$ cat src/rtl/core/mwd_pkg.sv
`timescale 1ns / 1ps

package mwd_pkg;

  // Field widths
  localparam int SAMPLE_W = 16;
  localparam int GAIN_W   = 16;
  localparam int MODE_W   = 3;
  localparam int PROD_W   = 33;  // Q1.15 * Q4.12, signed
  localparam int V_W      = 21;  // driven value in Q.15 units, signed
  localparam int MAG_W    = 20;  // magnitude of the driven value
  localparam int Y_W      = 22;  // shaped value before saturation, signed
  localparam int OUT_W    = 20;  // Q5.15 result
  localparam int Q_W      = 16;  // knee and exponential magnitudes

  // Configuration port
  localparam int CFG_INDEX_W = 8;
  localparam int CFG_DATA_W  = 16;
  localparam logic [CFG_INDEX_W-1:0] CFG_DRIVE_GAIN = 8'd0;
  localparam logic [CFG_INDEX_W-1:0] CFG_SHAPE_MODE = 8'd1;
  localparam logic [GAIN_W-1:0] DRIVE_GAIN_RST = 16'd4096;
  localparam logic [MODE_W-1:0] SHAPE_MODE_RST = 3'd1;

  // Shape modes; the two unused codes behave as bypass
  localparam logic [MODE_W-1:0] MODE_BYPASS = 3'd0;
  localparam logic [MODE_W-1:0] MODE_HARD   = 3'd1;
  localparam logic [MODE_W-1:0] MODE_SOFT   = 3'd2;
  localparam logic [MODE_W-1:0] MODE_EXP    = 3'd3;
  localparam logic [MODE_W-1:0] MODE_FULL   = 3'd4;
  localparam logic [MODE_W-1:0] MODE_HALF   = 3'd5;

  // Soft knee regions
  localparam logic [1:0] KNEE_PASS  = 2'd0;
  localparam logic [1:0] KNEE_SAT   = 2'd1;
  localparam logic [1:0] KNEE_CURVE = 2'd2;

  // Q.15 constants
  localparam logic [MAG_W-1:0] HALF_Q15       = 20'd16384;
  localparam logic [MAG_W-1:0] THIRD_Q15      = 20'd10923;
  localparam logic [MAG_W-1:0] TWO_THIRDS_Q15 = 20'd21845;
  localparam logic signed [Y_W-1:0] OUT_MAX   = 22'sd327679;
  localparam logic signed [Y_W-1:0] OUT_MIN   = -22'sd327680;
  localparam logic [31:0] KNEE_BIAS = 32'd3221323776;  // 3*2^30 + 98304
  localparam logic [16:0] RECIP3    = 17'd43691;       // 2^17 / 3, rounded up

  // Exponential table
  localparam int EXP_TABLE_DEPTH = 64;
  localparam int EXP_ADDR_W      = $clog2(EXP_TABLE_DEPTH + 1);
  localparam int EXP_IDX_W       = $clog2(EXP_TABLE_DEPTH);
  localparam int EXP_FRAC_W      = 18;  // table spans 8.0 = 2^18 in Q.15
  localparam int EXP_S_W         = EXP_FRAC_W + EXP_IDX_W;

  typedef logic [Q_W-1:0] exp_tab_t [0:EXP_TABLE_DEPTH];

  function automatic exp_tab_t build_exp_tab();
    logic [63:0] h;
    logic [63:0] term;
    logic [63:0] sum;
    logic [63:0] e;
    exp_tab_t    t;
    h    = (64'd8 << 32) / EXP_TABLE_DEPTH;
    term = 64'd1 << 32;
    sum  = 64'd1 << 32;
    // exp(-8/depth) by a truncated Taylor series in Q32
    term = ((term * h) >> 32) / 64'd1;  sum = sum - term;
    term = ((term * h) >> 32) / 64'd2;  sum = sum + term;
    term = ((term * h) >> 32) / 64'd3;  sum = sum - term;
    term = ((term * h) >> 32) / 64'd4;  sum = sum + term;
    term = ((term * h) >> 32) / 64'd5;  sum = sum - term;
    term = ((term * h) >> 32) / 64'd6;  sum = sum + term;
    term = ((term * h) >> 32) / 64'd7;  sum = sum - term;
    term = ((term * h) >> 32) / 64'd8;  sum = sum + term;
    term = ((term * h) >> 32) / 64'd9;  sum = sum - term;
    term = ((term * h) >> 32) / 64'd10; sum = sum + term;
    term = ((term * h) >> 32) / 64'd11; sum = sum - term;
    term = ((term * h) >> 32) / 64'd12; sum = sum + term;
    term = ((term * h) >> 32) / 64'd13; sum = sum - term;
    term = ((term * h) >> 32) / 64'd14; sum = sum + term;
    term = ((term * h) >> 32) / 64'd15; sum = sum - term;
    term = ((term * h) >> 32) / 64'd16; sum = sum + term;
    term = ((term * h) >> 32) / 64'd17; sum = sum - term;
    term = ((term * h) >> 32) / 64'd18; sum = sum + term;
    term = ((term * h) >> 32) / 64'd19; sum = sum - term;
    term = ((term * h) >> 32) / 64'd20; sum = sum + term;
    term = ((term * h) >> 32) / 64'd21; sum = sum - term;
    term = ((term * h) >> 32) / 64'd22; sum = sum + term;
    term = ((term * h) >> 32) / 64'd23; sum = sum - term;
    term = ((term * h) >> 32) / 64'd24; sum = sum + term;
    e    = 64'd1 << 32;
    t[0] = '0;
    for (int k = 1; k <= EXP_TABLE_DEPTH; k++) begin
      e    = (e * sum + (64'd1 << 31)) >> 32;
      t[k] = Q_W'(((((64'd1 << 32) - e) * 64'd32768) + (64'd1 << 31)) >> 32);
    end
    return t;
  endfunction

  localparam exp_tab_t EXP_TAB = build_exp_tab();
  localparam logic [Q_W-1:0] EXP_TOP = EXP_TAB[EXP_TABLE_DEPTH];

  // Word after the drive stages
  typedef struct packed {
    logic [MODE_W-1:0]       mode;
    logic signed [V_W-1:0]   v;
    logic [MAG_W-1:0]        mag;
    logic                    neg;
  } gain_word_t;

  // Word after the shaping stages
  typedef struct packed {
    gain_word_t     g;
    logic [1:0]     region;
    logic           big;
    logic [Q_W-1:0] knee_q;
    logic [Q_W-1:0] exp_y;
  } shape_word_t;

endpackage

$ cat src/rtl/core/mwd_gain.sv
`timescale 1ns / 1ps

module mwd_gain
  import mwd_pkg::*;
(
  input  logic                clk,
  input  logic                rst,
  input  logic                in_valid,
  output logic                in_ready,
  input  logic [SAMPLE_W-1:0] sample,
  input  logic [GAIN_W-1:0]   gain,
  input  logic [MODE_W-1:0]   mode,
  output logic                out_valid,
  input  logic                out_ready,
  output gain_word_t          out_word
);

  logic                     vld1;
  logic                     vld2;
  logic                     adv1;
  logic                     adv2;
  logic signed [PROD_W-1:0] prod1;
  logic [MODE_W-1:0]        mode1;
  logic signed [PROD_W-1:0] sx;
  logic signed [PROD_W-1:0] gx;
  logic signed [PROD_W-1:0] rnd;
  logic signed [V_W-1:0]    v;
  logic signed [V_W-1:0]    v_abs;
  gain_word_t               word2;

  assign adv1      = !vld1 || adv2;
  assign adv2      = !vld2 || out_ready;
  assign in_ready  = adv1;
  assign out_valid = vld2;
  assign out_word  = word2;

  assign sx = {{(PROD_W - SAMPLE_W){sample[SAMPLE_W-1]}}, sample};
  assign gx = {{(PROD_W - GAIN_W){1'b0}}, gain};

  // Round to nearest, ties upward: floor((p + 2048) / 4096)
  assign rnd   = prod1 + PROD_W'(2048);
  assign v     = rnd[PROD_W-1:12];
  assign v_abs = v[V_W-1] ? -v : v;

  always_ff @(posedge clk) begin
    if (rst) begin
      vld1 <= 1'b0;
      vld2 <= 1'b0;
    end else begin
      if (adv1) begin
        vld1 <= in_valid;
      end
      if (adv2) begin
        vld2 <= vld1;
      end
    end
  end

  always_ff @(posedge clk) begin
    if (adv1 && in_valid) begin
      prod1 <= sx * gx;
      mode1 <= mode;
    end
    if (adv2 && vld1) begin
      word2.mode <= mode1;
      word2.v    <= v;
      word2.mag  <= v_abs[MAG_W-1:0];
      word2.neg  <= v[V_W-1];
    end
  end

endmodule

$ cat src/rtl/core/mwd_shape.sv
`timescale 1ns / 1ps

module mwd_shape
  import mwd_pkg::*;
(
  input  logic        clk,
  input  logic        rst,
  input  logic        in_valid,
  output logic        in_ready,
  input  gain_word_t  in_word,
  output logic        out_valid,
  input  logic        out_ready,
  output shape_word_t out_word
);

  logic vld3, vld4, vld5;
  logic adv3, adv4, adv5;

  // Stage 3: knee region and table lookup
  gain_word_t              g3;
  logic [1:0]              region3;
  logic                    big3;
  logic [15:0]             u3;
  logic [EXP_FRAC_W-1:0]   f3;
  logic [Q_W-1:0]          lo3;
  logic [Q_W-1:0]          hi3;

  // Stage 4: the two products
  gain_word_t              g4;
  logic [1:0]              region4;
  logic                    big4;
  logic [31:0]             uu4;
  logic [Q_W+EXP_FRAC_W-1:0] dp4;
  logic [Q_W-1:0]          lo4;

  shape_word_t             word5;

  logic [1:0]              region_c;
  logic [16:0]             a3x;
  logic [16:0]             u_c;
  logic [EXP_S_W-1:0]      s_c;
  logic [EXP_ADDR_W-1:0]   idx_c;
  logic [31:0]             knee_num;
  logic [32:0]             knee_div;
  logic [Q_W+EXP_FRAC_W:0] dp_rnd;
  logic [Q_W-1:0]          exp_c;

  assign adv3      = !vld3 || adv4;
  assign adv4      = !vld4 || adv5;
  assign adv5      = !vld5 || out_ready;
  assign in_ready  = adv3;
  assign out_valid = vld5;
  assign out_word  = word5;

  always_comb begin
    priority if (in_word.mag <= THIRD_Q15) begin
      region_c = KNEE_PASS;
    end else if (in_word.mag > TWO_THIRDS_Q15) begin
      region_c = KNEE_SAT;
    end else begin
      region_c = KNEE_CURVE;
    end
  end

  // U = 65536 - 3|x|; only meaningful inside the knee, where |x| < 2^15
  assign a3x = 17'(in_word.mag[14:0]) * 17'd3;
  assign u_c = 17'd65536 - a3x;

  // Table index and fraction from |x| * depth over a span of 2^18
  assign s_c   = EXP_S_W'(in_word.mag[EXP_FRAC_W-1:0]) * EXP_S_W'(EXP_TABLE_DEPTH);
  assign idx_c = EXP_ADDR_W'(s_c[EXP_S_W-1:EXP_FRAC_W]);

  // Knee: floor((3*2^30 - U^2 + 98304) / 2^16) / 3 by reciprocal
  assign knee_num = KNEE_BIAS - uu4;
  assign knee_div = 33'(knee_num[31:16]) * 33'(RECIP3);

  // Interpolation with round half up
  assign dp_rnd = (Q_W + EXP_FRAC_W + 1)'(dp4) + (Q_W + EXP_FRAC_W + 1)'(131072);
  assign exp_c  = lo4 + dp_rnd[Q_W+EXP_FRAC_W-1:EXP_FRAC_W];

  always_ff @(posedge clk) begin
    if (rst) begin
      vld3 <= 1'b0;
      vld4 <= 1'b0;
      vld5 <= 1'b0;
    end else begin
      if (adv3) begin
        vld3 <= in_valid;
      end
      if (adv4) begin
        vld4 <= vld3;
      end
      if (adv5) begin
        vld5 <= vld4;
      end
    end
  end

  always_ff @(posedge clk) begin
    if (adv3 && in_valid) begin
      g3      <= in_word;
      region3 <= region_c;
      big3    <= in_word.mag[MAG_W-1:EXP_FRAC_W] != '0;
      u3      <= u_c[15:0];
      f3      <= s_c[EXP_FRAC_W-1:0];
      lo3     <= EXP_TAB[idx_c];
      hi3     <= EXP_TAB[idx_c + EXP_ADDR_W'(1)];
    end
    if (adv4 && vld3) begin
      g4      <= g3;
      region4 <= region3;
      big4    <= big3;
      uu4     <= 32'(u3) * 32'(u3);
      dp4     <= (Q_W + EXP_FRAC_W)'(hi3 - lo3) * (Q_W + EXP_FRAC_W)'(f3);
      lo4     <= lo3;
    end
    if (adv5 && vld4) begin
      word5.g      <= g4;
      word5.region <= region4;
      word5.big    <= big4;
      word5.knee_q <= knee_div[32:17];
      word5.exp_y  <= exp_c;
    end
  end

endmodule

$ cat src/rtl/core/mwd_select.sv
`timescale 1ns / 1ps

module mwd_select
  import mwd_pkg::*;
(
  input  logic             clk,
  input  logic             rst,
  input  logic             in_valid,
  output logic             in_ready,
  input  shape_word_t      in_word,
  output logic             out_valid,
  input  logic             out_ready,
  output logic [OUT_W-1:0] sample_out
);

  logic                  vld6;
  logic                  adv6;
  logic [OUT_W-1:0]      out6;
  logic signed [Y_W-1:0] vs;
  logic signed [Y_W-1:0] ms;
  logic signed [Y_W-1:0] half_p;
  logic signed [Y_W-1:0] half_n;
  logic [MAG_W-1:0]      soft_mag;
  logic [MAG_W-1:0]      exp_mag;
  logic signed [Y_W-1:0] y;
  logic signed [Y_W-1:0] y_sat;

  assign adv6       = !vld6 || out_ready;
  assign in_ready   = adv6;
  assign out_valid  = vld6;
  assign sample_out = out6;

  assign vs     = Y_W'(in_word.g.v);
  assign ms     = $signed(Y_W'(in_word.g.mag));
  assign half_p = $signed(Y_W'(HALF_Q15));
  assign half_n = -half_p;

  always_comb begin
    unique case (in_word.region)
      KNEE_PASS:  soft_mag = in_word.g.mag;
      KNEE_SAT:   soft_mag = HALF_Q15;
      default:    soft_mag = MAG_W'(in_word.knee_q);
    endcase
  end

  assign exp_mag = in_word.big ? MAG_W'(EXP_TOP) : MAG_W'(in_word.exp_y);

  always_comb begin
    unique case (in_word.g.mode)
      MODE_HARD: begin
        priority if (vs > half_p) begin
          y = half_p;
        end else if (vs < half_n) begin
          y = half_n;
        end else begin
          y = vs;
        end
      end
      MODE_SOFT: y = in_word.g.neg ? -$signed(Y_W'(soft_mag)) : $signed(Y_W'(soft_mag));
      MODE_EXP:  y = in_word.g.neg ? -$signed(Y_W'(exp_mag)) : $signed(Y_W'(exp_mag));
      MODE_FULL: y = ms;
      MODE_HALF: y = in_word.g.neg ? '0 : vs;
      default:   y = vs;
    endcase
  end

  always_comb begin
    priority if (y > OUT_MAX) begin
      y_sat = OUT_MAX;
    end else if (y < OUT_MIN) begin
      y_sat = OUT_MIN;
    end else begin
      y_sat = y;
    end
  end

  always_ff @(posedge clk) begin
    if (rst) begin
      vld6 <= 1'b0;
    end else if (adv6) begin
      vld6 <= in_valid;
    end
  end

  always_ff @(posedge clk) begin
    if (adv6 && in_valid) begin
      out6 <= y_sat[OUT_W-1:0];
    end
  end

endmodule

$ cat src/rtl/core/multimode_waveshaper_distortion_unit.sv
`timescale 1ns / 1ps
// Multimode waveshaper: drive gain followed by a selectable distortion shape.
// Input stream: one signed Q1.15 sample per word on s_axis_*. Output stream:
// one signed Q5.15 shaped sample per word on m_axis_*, saturated at the range
// ends, in the same order as the inputs.
// Configuration: cfg_* writes drive_gain (index 0, unsigned Q4.12) and
// shape_mode (index 1: bypass, hard clip, soft knee, exponential, full and
// half rectifier; codes 6 and 7 bypass). Other indexes are dropped. cfg_ready
// is always high; write only while no sample is in flight.
// A sample passes through six register stages from the input accept to
// m_axis_tvalid (multiply, round, knee and table lookup, products, divide
// and interpolate, select and saturate). Throughput: one sample per clock,
// as every stage advances in each cycle the receiver takes a word.
// Reset clears every stage valid and loads gain 1.0 with hard clip mode.
// When the receiver stalls, each stage holds its word while the stages
// behind it keep filling bubbles; s_axis_tready drops only once the whole
// pipe is full.
module multimode_waveshaper_distortion_unit
  import mwd_pkg::*;
(
  input  logic                   clk,
  input  logic                   rst,
  input  logic                   s_axis_tvalid,
  output logic                   s_axis_tready,
  input  logic [15:0]            s_axis_tdata,   // [15:0] sample_in
  output logic                   m_axis_tvalid,
  input  logic                   m_axis_tready,
  output logic [23:0]            m_axis_tdata,   // [19:0] sample_out, [23:20] zero
  input  logic                   cfg_valid,
  output logic                   cfg_ready,
  input  logic [CFG_INDEX_W-1:0] cfg_index,
  input  logic [CFG_DATA_W-1:0]  cfg_data
);

  logic [GAIN_W-1:0] drive_gain;
  logic [MODE_W-1:0] shape_mode;

  logic              gain_valid;
  logic              gain_ready;
  gain_word_t        gain_word;
  logic              shape_valid;
  logic              shape_ready;
  shape_word_t       shape_word;
  logic [OUT_W-1:0]  sample_out;

  // Configuration registers: always ready, unknown indexes dropped
  assign cfg_ready = 1'b1;

  always_ff @(posedge clk) begin
    if (rst) begin
      drive_gain <= DRIVE_GAIN_RST;
      shape_mode <= SHAPE_MODE_RST;
    end else if (cfg_valid) begin
      if (cfg_index == CFG_DRIVE_GAIN) begin
        drive_gain <= cfg_data[GAIN_W-1:0];
      end
      if (cfg_index == CFG_SHAPE_MODE) begin
        shape_mode <= cfg_data[MODE_W-1:0];
      end
    end
  end

  // Multiply by drive and round to Q.15
  mwd_gain u_gain (
    .clk       (clk),
    .rst       (rst),
    .in_valid  (s_axis_tvalid),
    .in_ready  (s_axis_tready),
    .sample    (s_axis_tdata),
    .gain      (drive_gain),
    .mode      (shape_mode),
    .out_valid (gain_valid),
    .out_ready (gain_ready),
    .out_word  (gain_word)
  );

  // Soft knee curve and exponential interpolation
  mwd_shape u_shape (
    .clk       (clk),
    .rst       (rst),
    .in_valid  (gain_valid),
    .in_ready  (gain_ready),
    .in_word   (gain_word),
    .out_valid (shape_valid),
    .out_ready (shape_ready),
    .out_word  (shape_word)
  );

  // Mode select, sign, saturate and hold the output word
  mwd_select u_select (
    .clk        (clk),
    .rst        (rst),
    .in_valid   (shape_valid),
    .in_ready   (shape_ready),
    .in_word    (shape_word),
    .out_valid  (m_axis_tvalid),
    .out_ready  (m_axis_tready),
    .sample_out (sample_out)
  );

  assign m_axis_tdata = {4'b0000, sample_out};

endmodule

$ cat config.mk
export PLATFORM = sky130hd
export DESIGN_NAME = multimode_waveshaper_distortion_unit
export DESIGN_NICKNAME = d
export VERILOG_FILES = /design/src/rtl/core/mwd_pkg.sv /design/src/rtl/core/mwd_gain.sv /design/src/rtl/core/mwd_shape.sv /design/src/rtl/core/mwd_select.sv /design/src/rtl/core/multimode_waveshaper_distortion_unit.sv
export SDC_FILE = /design/constraint.sdc
export NUM_CORES = 2
export LEC_CHECK = 0
export ABC_CLOCK_PERIOD_IN_PS = 23900
export BUFFER_PORTS_ARGS = -buffer_cell sky130_fd_sc_hd__buf_2
export CORE_MARGIN = 2
export CORE_UTILIZATION = 65
export CTS_CLUSTER_DIAMETER = 200
export DETAILED_ROUTE_END_ITERATION = 8
export HOLD_SLACK_MARGIN = 0.03
export PLACE_DENSITY = 0.9
export SYNTH_ARGS = -nofsm -noshare
export SYNTH_HDL_FRONTEND = slang
export SYNTH_HIERARCHICAL = 1
export SYNTH_SLANG_ARGS = --single-unit
$ cat constraint.sdc
create_clock -name clk -period 23.9 [get_ports clk]
set_clock_uncertainty 0.1 [all_clocks]
set_input_delay 0 -clock clk [delete_from_list [all_inputs] [get_ports clk]]
set_output_delay 0 -clock clk [all_outputs]
set_load 0.1 [all_outputs]
# ---- Yosys cells after proc, flatten, opt, wreduce, memory -nomap -nowiden
# Memories as Yosys holds them, arrays and structs flattened. A register that Yosys moved wholly into a read port is not among the register bits.
# Index checks and enable logic that the tools add are counted.
dict set report word_totals {
  regBits 411
  latch_bits 0
  inputBits 45
  romBits 4096
  elab_cells 106
  out_inout_bits 27
  mem_bits_rw 0
  mem_count 2
}
# name words word_bits read_ports rd_ports_with_merged_regs wr line_no
set mem_list {}
lappend mem_list {{(no name shown)} 128 16 1 1 0 mwd_shape.sv:106} ;# lo3 <= EXP_TAB[idx_c];
lappend mem_list {{(no name shown)} 128 16 1 1 0 mwd_shape.sv:107} ;# hi3 <= EXP_TAB[idx_c + EXP_ADDR_W'(1)];
dict set report classes {
  n_reduce_logical 23
  bitwise 2
  eq_ne 7
  muxes 11
  shifts 0
  n_lt_le_gt_ge 6
  addsub 10
  n_div 0
  multipliers 5
}
# operator count
set ops {}
lappend ops {{2-to-1 mux 22 bit} 5}
lappend ops {{one-hot mux 22 bit (5 select lines)} 1}
lappend ops {{negation 20 -> 22 bit} 2}
lappend ops {{2-to-1 mux 20 bit} 2}
lappend ops {{one-hot mux 20 bit (2 select lines)} 1}
lappend ops {{adder 34 x 18 -> 34 bit (second input constant)} 1}
lappend ops {{multiplier 34 x 12 -> 28 bit} 1}
lappend ops {{adder 33 x 13 -> 33 bit (second input constant)} 1}
lappend ops {{multiplier 16 x 17 -> 33 bit} 1}
lappend ops {{multiplier 16 x 16 -> 32 bit} 1}
lappend ops {{multiplier 16 x 16 -> 32 bit (second input constant)} 1}
lappend ops {{subtractor 32 bit (first input constant)} 1}
lappend ops {{greater-than comparator 22 x 20 -> 1 bit (second input constant)} 1}
lappend ops {{less-than comparator 22 x 20 -> 1 bit (second input constant)} 1}
lappend ops {{greater-than comparator 21 x 16 -> 1 bit (second input constant)} 1}
lappend ops {{less-than comparator 21 x 15 -> 1 bit (second input constant)} 1}
lappend ops {{greater-than comparator 20 x 15 -> 1 bit (second input constant)} 1}
lappend ops {{less-or-equal comparator 20 x 14 -> 1 bit (second input constant)} 1}
lappend ops {{negation 20 bit} 1}
lappend ops {{subtractor 16 x 16 -> 17 bit} 1}
lappend ops {{adder 16 bit} 1}
lappend ops {{multiplier 15 x 2 -> 16 bit (second input constant)} 1}
lappend ops {{2-to-1 mux 16 bit} 1}
lappend ops {{subtractor 1 x 16 -> 16 bit (first input constant)} 1}
lappend ops {{16 further kinds} 34}

# ---- Logic depth before layout (Yosys ltp)
dict set report logic_depth {
  depth_word 8
  ltp_mapped 30
  depth_no_buf 29
}

# ---- Cells and area by module
# The synthesis kept the hierarchy.
# mod area_per_inst_um2 cells_each instances
set modules_own_cells {}
lappend modules_own_cells {mwd_shape 32701.4 3255 1}
lappend modules_own_cells {mwd_gain 11866.4 1237 1}
lappend modules_own_cells {mwd_select 3155.5 430 1}
lappend modules_own_cells {multimode_waveshaper_distortion_unit 987.2 98 1}

# ---- Worst setup path before layout
# Ideal clock, no wire load.
dict set report synth_path {
  path_type {flip-flop to flip-flop}
  startpoint {register u_select.vld6 (netlist: u_select/out_valid)}
  endpoint {register u_shape.big4 (enable)}
  required_time_ps 23053
  n_path_buf 0
  t_arrival_ps 8966
  slack_ps 14087
  path_stages_with_launch 4
  period_less_slack_ps 9813
  cell_sequence {dfxtp_1 > nand2b_1 > nor2b_1 > a21boi_0}
}
dict set report synth_via {
  elab_chain_len 5
}
# element line_no
set synth_rtl {}
lappend synth_rtl {{start, declared} mwd_select.sv:16} ;# logic vld6;
lappend synth_rtl {{start signal, assigned} mwd_select.sv:81} ;# vld6 <= in_valid;
lappend synth_rtl {{logical NOT 1 bit} mwd_select.sv:28} ;# assign adv6 = !vld6 || out_ready;
lappend synth_rtl {{logical OR 1 bit} mwd_select.sv:28}
lappend synth_rtl {{named net shape_ready} multimode_waveshaper_distortion_unit.sv:42} ;# logic shape_ready;
lappend synth_rtl {{logical OR 1 bit} mwd_shape.sv:50} ;# assign adv5 = !vld5 || out_ready;
lappend synth_rtl {{logical OR 1 bit} mwd_shape.sv:49} ;# assign adv4 = !vld4 || adv5;
lappend synth_rtl {{logical AND 1 bit} mwd_shape.sv:109} ;# if (adv4 && vld3) begin
lappend synth_rtl {{end signal, assigned} mwd_shape.sv:112} ;# big4 <= big3;
lappend synth_rtl {{end, declared} mwd_shape.sv:31} ;# logic big4;
# The timed path passes the listed nets, and every way through them passes these cells.
# A chain may end at the register's enable or synchronous reset.

# ---- Worst setup path in the final report
dict set report layout_path {
  startpoint {register u_shape.lo3[0]}
  endpoint {register u_shape.dp4[32], data pin}
}
dict set report layout_via {
  elab_chain_len 2
}
# element line_no
set layout_rtl {}
lappend layout_rtl {{start, declared} mwd_shape.sv:25} ;# logic [Q_W-1:0] lo3;
lappend layout_rtl {{subtractor 16 x 16 -> 17 bit} mwd_shape.sv:114} ;# dp4 <= (Q_W + EXP_FRAC_W)'(hi3 - lo3) * (Q_W + EXP_FRAC_W)'(f3);
lappend layout_rtl {{multiplier 34 x 12 -> 28 bit} mwd_shape.sv:114}
lappend layout_rtl {{end signal, assigned} mwd_shape.sv:114}
lappend layout_rtl {{end, declared} mwd_shape.sv:33} ;# logic [Q_W+EXP_FRAC_W-1:0] dp4;
# No other way between the ends.

==> out/metrics.csv <==
stage,metric,value,unit
run_status,outcome,"complete, but fails checks",
run_status,failing checks,design-rule violations,
logic_synthesis,"Seq/Total Area, Yosys",0.238,
grt,global-route wire length before repair,204000,um
logic_synthesis,Synth top area share,0.256,
cells_and_area,"Area growth, synth to finish",6.08,%
cells_and_area,share of cells above drive strength 1,0.0517,
setup_path,reg2reg start,u_shape/lo3[0]$_DFFE_PP_,
clock_network,CTS Buf Count,43,
logic_synthesis,Post-Synth XOR/XNOR Area,0.0385,
logic_synthesis,post-synthesis instance area,48700,um^2
logic_synthesis,post-synthesis async set-or-reset flop share,0,
logic_synthesis,synthesized flop and latch total,395,
setup_path,worst setup path startpoint,u_shape/lo3[0]$_DFFE_PP_,
routing,via-per-instance ratio,6.27,
routing,Routed WL,127000,um
routing,WL/cell,21.1,um
sta,final period utilization,0.379,
grt,vias in the first global route,39400,
setup_path,crit path max-delay cell type,xor2_1,
logic_synthesis,Synth Area in Simple Gates,0.142,
floorplan,initial core utilization,0.655,
floorplan,die width,278,um
setup_path,CP Data Arrival Time,9.30,ns
sta,RSZ-0062 raised after global routing,no,
logic_synthesis,Syn. warnings,6,
sta,final hold vios,0,
place,routability cong.,0.946,
place,HPWL Detailed,90700,um
clock_network,CTS tree,built,
sta,final max-slew violation count,0,
clock_network,H-tree levels,2,
setup_path,max incr delay on CP,0.86,ns
routing,antenna-violating nets left,0,
setup_path,CP max FO,12,
logic_synthesis,largest cells by area after synthesis,"fa_1 26%, edfxtp_1 23%, ha_1 12%, inv_1 7.3%, nand2_1 3.5%",
floorplan,die area,77100,um^2
setup_path,Crit. End Element,flop,
grt,GR Util All Layers,0.332,
logic_synthesis,Netlist cell types,114,
logic_synthesis,Mean Syn Cell Area,9.70,um^2
clock_network,clk_lat worst skew,0.61,ns
setup_path,crit path buf inv count,3,
routing,Pre-Repair DR Iteration Count,9,
routing,Starting DRT DRC Count,4409,
setup_path,CP Class,reg -> reg,
logic_synthesis,multiplexer share of the synthesized area,0.00529,
sta,Worst-Margin Slew,1.29,ns
logic_synthesis,Post-synth top flop,edfxtp_1,
logic_synthesis,largest family of logic cells by synthesized area,adder cells,
sta,Max Clock Freq,110,MHz
place,port bufs,66,
setup_path,CP Data Required Time,24.13,ns
job,max_cap viols,0,
grt,total grt overflow,0,
setup_path,"CP delay by family, top",adder cells,
cells_and_area,fillcell total,5005,
floorplan,Die Ht,278,um
worst_hold_path,Worst Hold Launch,cfg_data[2],
worst_hold_path,Worst Hold Class,in -> reg,
clock_network,Root Driver,clkbuf_16,
routing,DRC viols,1,
floorplan,core area,74300,um^2
logic_synthesis,number of synthesized flops with an enable pin,370,
clock_network,"Reg clk slew, reported paths",0.07,ns
grt,largest net degree at the start of global routing,83,
logic_synthesis,post-synthesis instance total,5020,
logic_synthesis,Synth Area in Compound Gates,0.106,
logic_synthesis,Synth area leader,fa_1,
grt,antenna violations before repair,3,
sta,Final min period,9.06,ns
logic_synthesis,post-synthesis adder-cell area fraction,0.378,
sta,Setup TNS,0,ns
setup_path,Worst setup SP type,flop,
setup_path,crit-path most repeated cell,fa_1,
sta,Slew HR,0.135,
routing,via count,37600,
clock_network,maximum buffer depth of the clock tree,3,
cells_and_area,Final nets,6144,
floorplan,row count,100,
clock_network,setup repair bufs after CTS,0,
floorplan,IO Pins,72,
sta,Setup-failing EPs final,0,
clock_network,CTS sink cnt,395,
-- worst paths after layout --
kind,cells past startpoint,endpoint,slack (ns)
setup reg to reg,27,u_shape/dp4[32]$_DFFE_PP_,14.84
hold / removal,4,shape_mode[2]$_SDFFE_PP0P_,0.19
hold reg to reg,0,u_shape/out_word[70]$_DFFE_PP_,0.30
setup / recovery,27,u_shape/dp4[32]$_DFFE_PP_,14.84
-- layout by cell type (no fill, tap or decap), drive strengths merged, types with 16 or more instances in the layout --
cell         synthesis  layout
a21o                42      42
o31ai               32      32
nor3b               30      30
and2               225     225
dlygate4sd3          0      55
xor2                74      74
fa                 623     623
clkbuf             175      49
a21oi              215     215
nand4               28      28
o211ai              24      24
nand3               66      66
nand4b              16      16
nand2              453     453
o21a                23      23
dfxtp               25      25
xnor2              140     140
o22ai               21      21
nor2               227     227
a22oi               21      21
ha                 476     476
o21ai              170     170
a211oi              28      28
inv                944     950
nand2b              60      60
and3                37      37
o21bai              16      16
nor2b               47      47
or2                 20      20
nor4                21      21
or3                 17      17
a31oi               31      31
edfxtp             370     370
o311ai              25      25
nor3                72      72
buf                 45      97
-- cell usage after synthesis (21+ instances only) --
cell type,number
clkbuf_1,174
a21o_1,41
nor3b_1,28
and3_1,36
nand3_1,64
xor2_1,74
and2_1,222
o211ai_1,24
nor2b_1,47
nor2_1,226
nand4_1,28
a21oi_1,214
edfxtp_1,370
o21a_1,23
ha_1,476
dfxtp_1,25
a22oi_1,21
a211oi_1,28
a31oi_1,30
nand2b_1,59
nor3_1,65
nand2_1,453
xnor2_1,140
inv_1,943
o21ai_0,162
fa_1,623
o31ai_1,22
o311ai_0,25
-- per-layer routing --
| layer | vias up | global-route usage | wire (um) |
|---|---|---|---|
| li1 | 16400 | - | - |
| met1 | 18100 | 0.398 | 44700 |
| met2 | 2544 | 0.565 | 61500 |
| met3 | 605 | 0.0674 | 13100 |
| met4 | 4 | 0.175 | 7200 |
| met5 | - | 0 | 23 |
-- sequential cells by signal, indices dropped and copies added, names as in the netlist, 17 cells and up --
signal and count:
u_shape/g4 45, u_shape/dp4 17, u_gain/out_word 43, u_shape/g3 45, u_gain/prod1 22, u_select/sample_out 20, u_shape/uu4 30, u_shape/out_word 79
-- logic make-up (layout without fill, tap and decap cells) --
family	after synthesis	after routing
AOI/OAI and AO/OA	768	768
xor gates and xnor gates	214	214
adders and majority gates	1099	1099
buffers and inverters	1165	1173
DFF	395	395
muxes	22	22
other	3	8
and+or+nand+nor	1354	1354
-- cell type report --
cell class | count | area (um^2) | area share
inverter | 945 | 3550 | 0.0686
sequential | 395 | 11600 | 0.225
multi-input combinational | 3463 | 32700 | 0.633
clock buffer | 49 | 1100 | 0.0213
tap | 969 | 1210 | 0.0235
antenna | 2 | 5.00 | 0.0000969
timing repair buffer | 152 | 1110 | 0.0216
clock inverter | 27 | 379 | 0.00734
-- tightest hold or removal path: cells and delay by family --
| family | cells | cell delay (ns) |
|---|---|---|
| buf+inv | 2 | 0.61 |
| mux | 1 | 0.14 |
| simple gates | 1 | 0.08 |
-- timing repair --
action	4_1_cts	5_1_grt
endpoints found under the hold margin	50	0
setup endpoints to repair	0	0
gates resized for setup	0	0
hold buffers	55	0
-- stage by stage --
stage	hold WS (ns)	utilization	instance area, um^2	instances	worst slack [ns]
floorplan	-0.0309	-	48700	5023	14.09
global placement	0.124	0.668	49600	5869	15.47
detailed placement	0.129	0.668	49600	5869	15.20
CTS	0.199	0.695	51700	6000	15.10
global route	0.232	0.695	51700	6001	14.44
finish	0.189	0.695	51700	6002	14.84
Power is not shown: default switching activity piles up to over one toggle a cycle in this logic, so the estimate is an artifact.
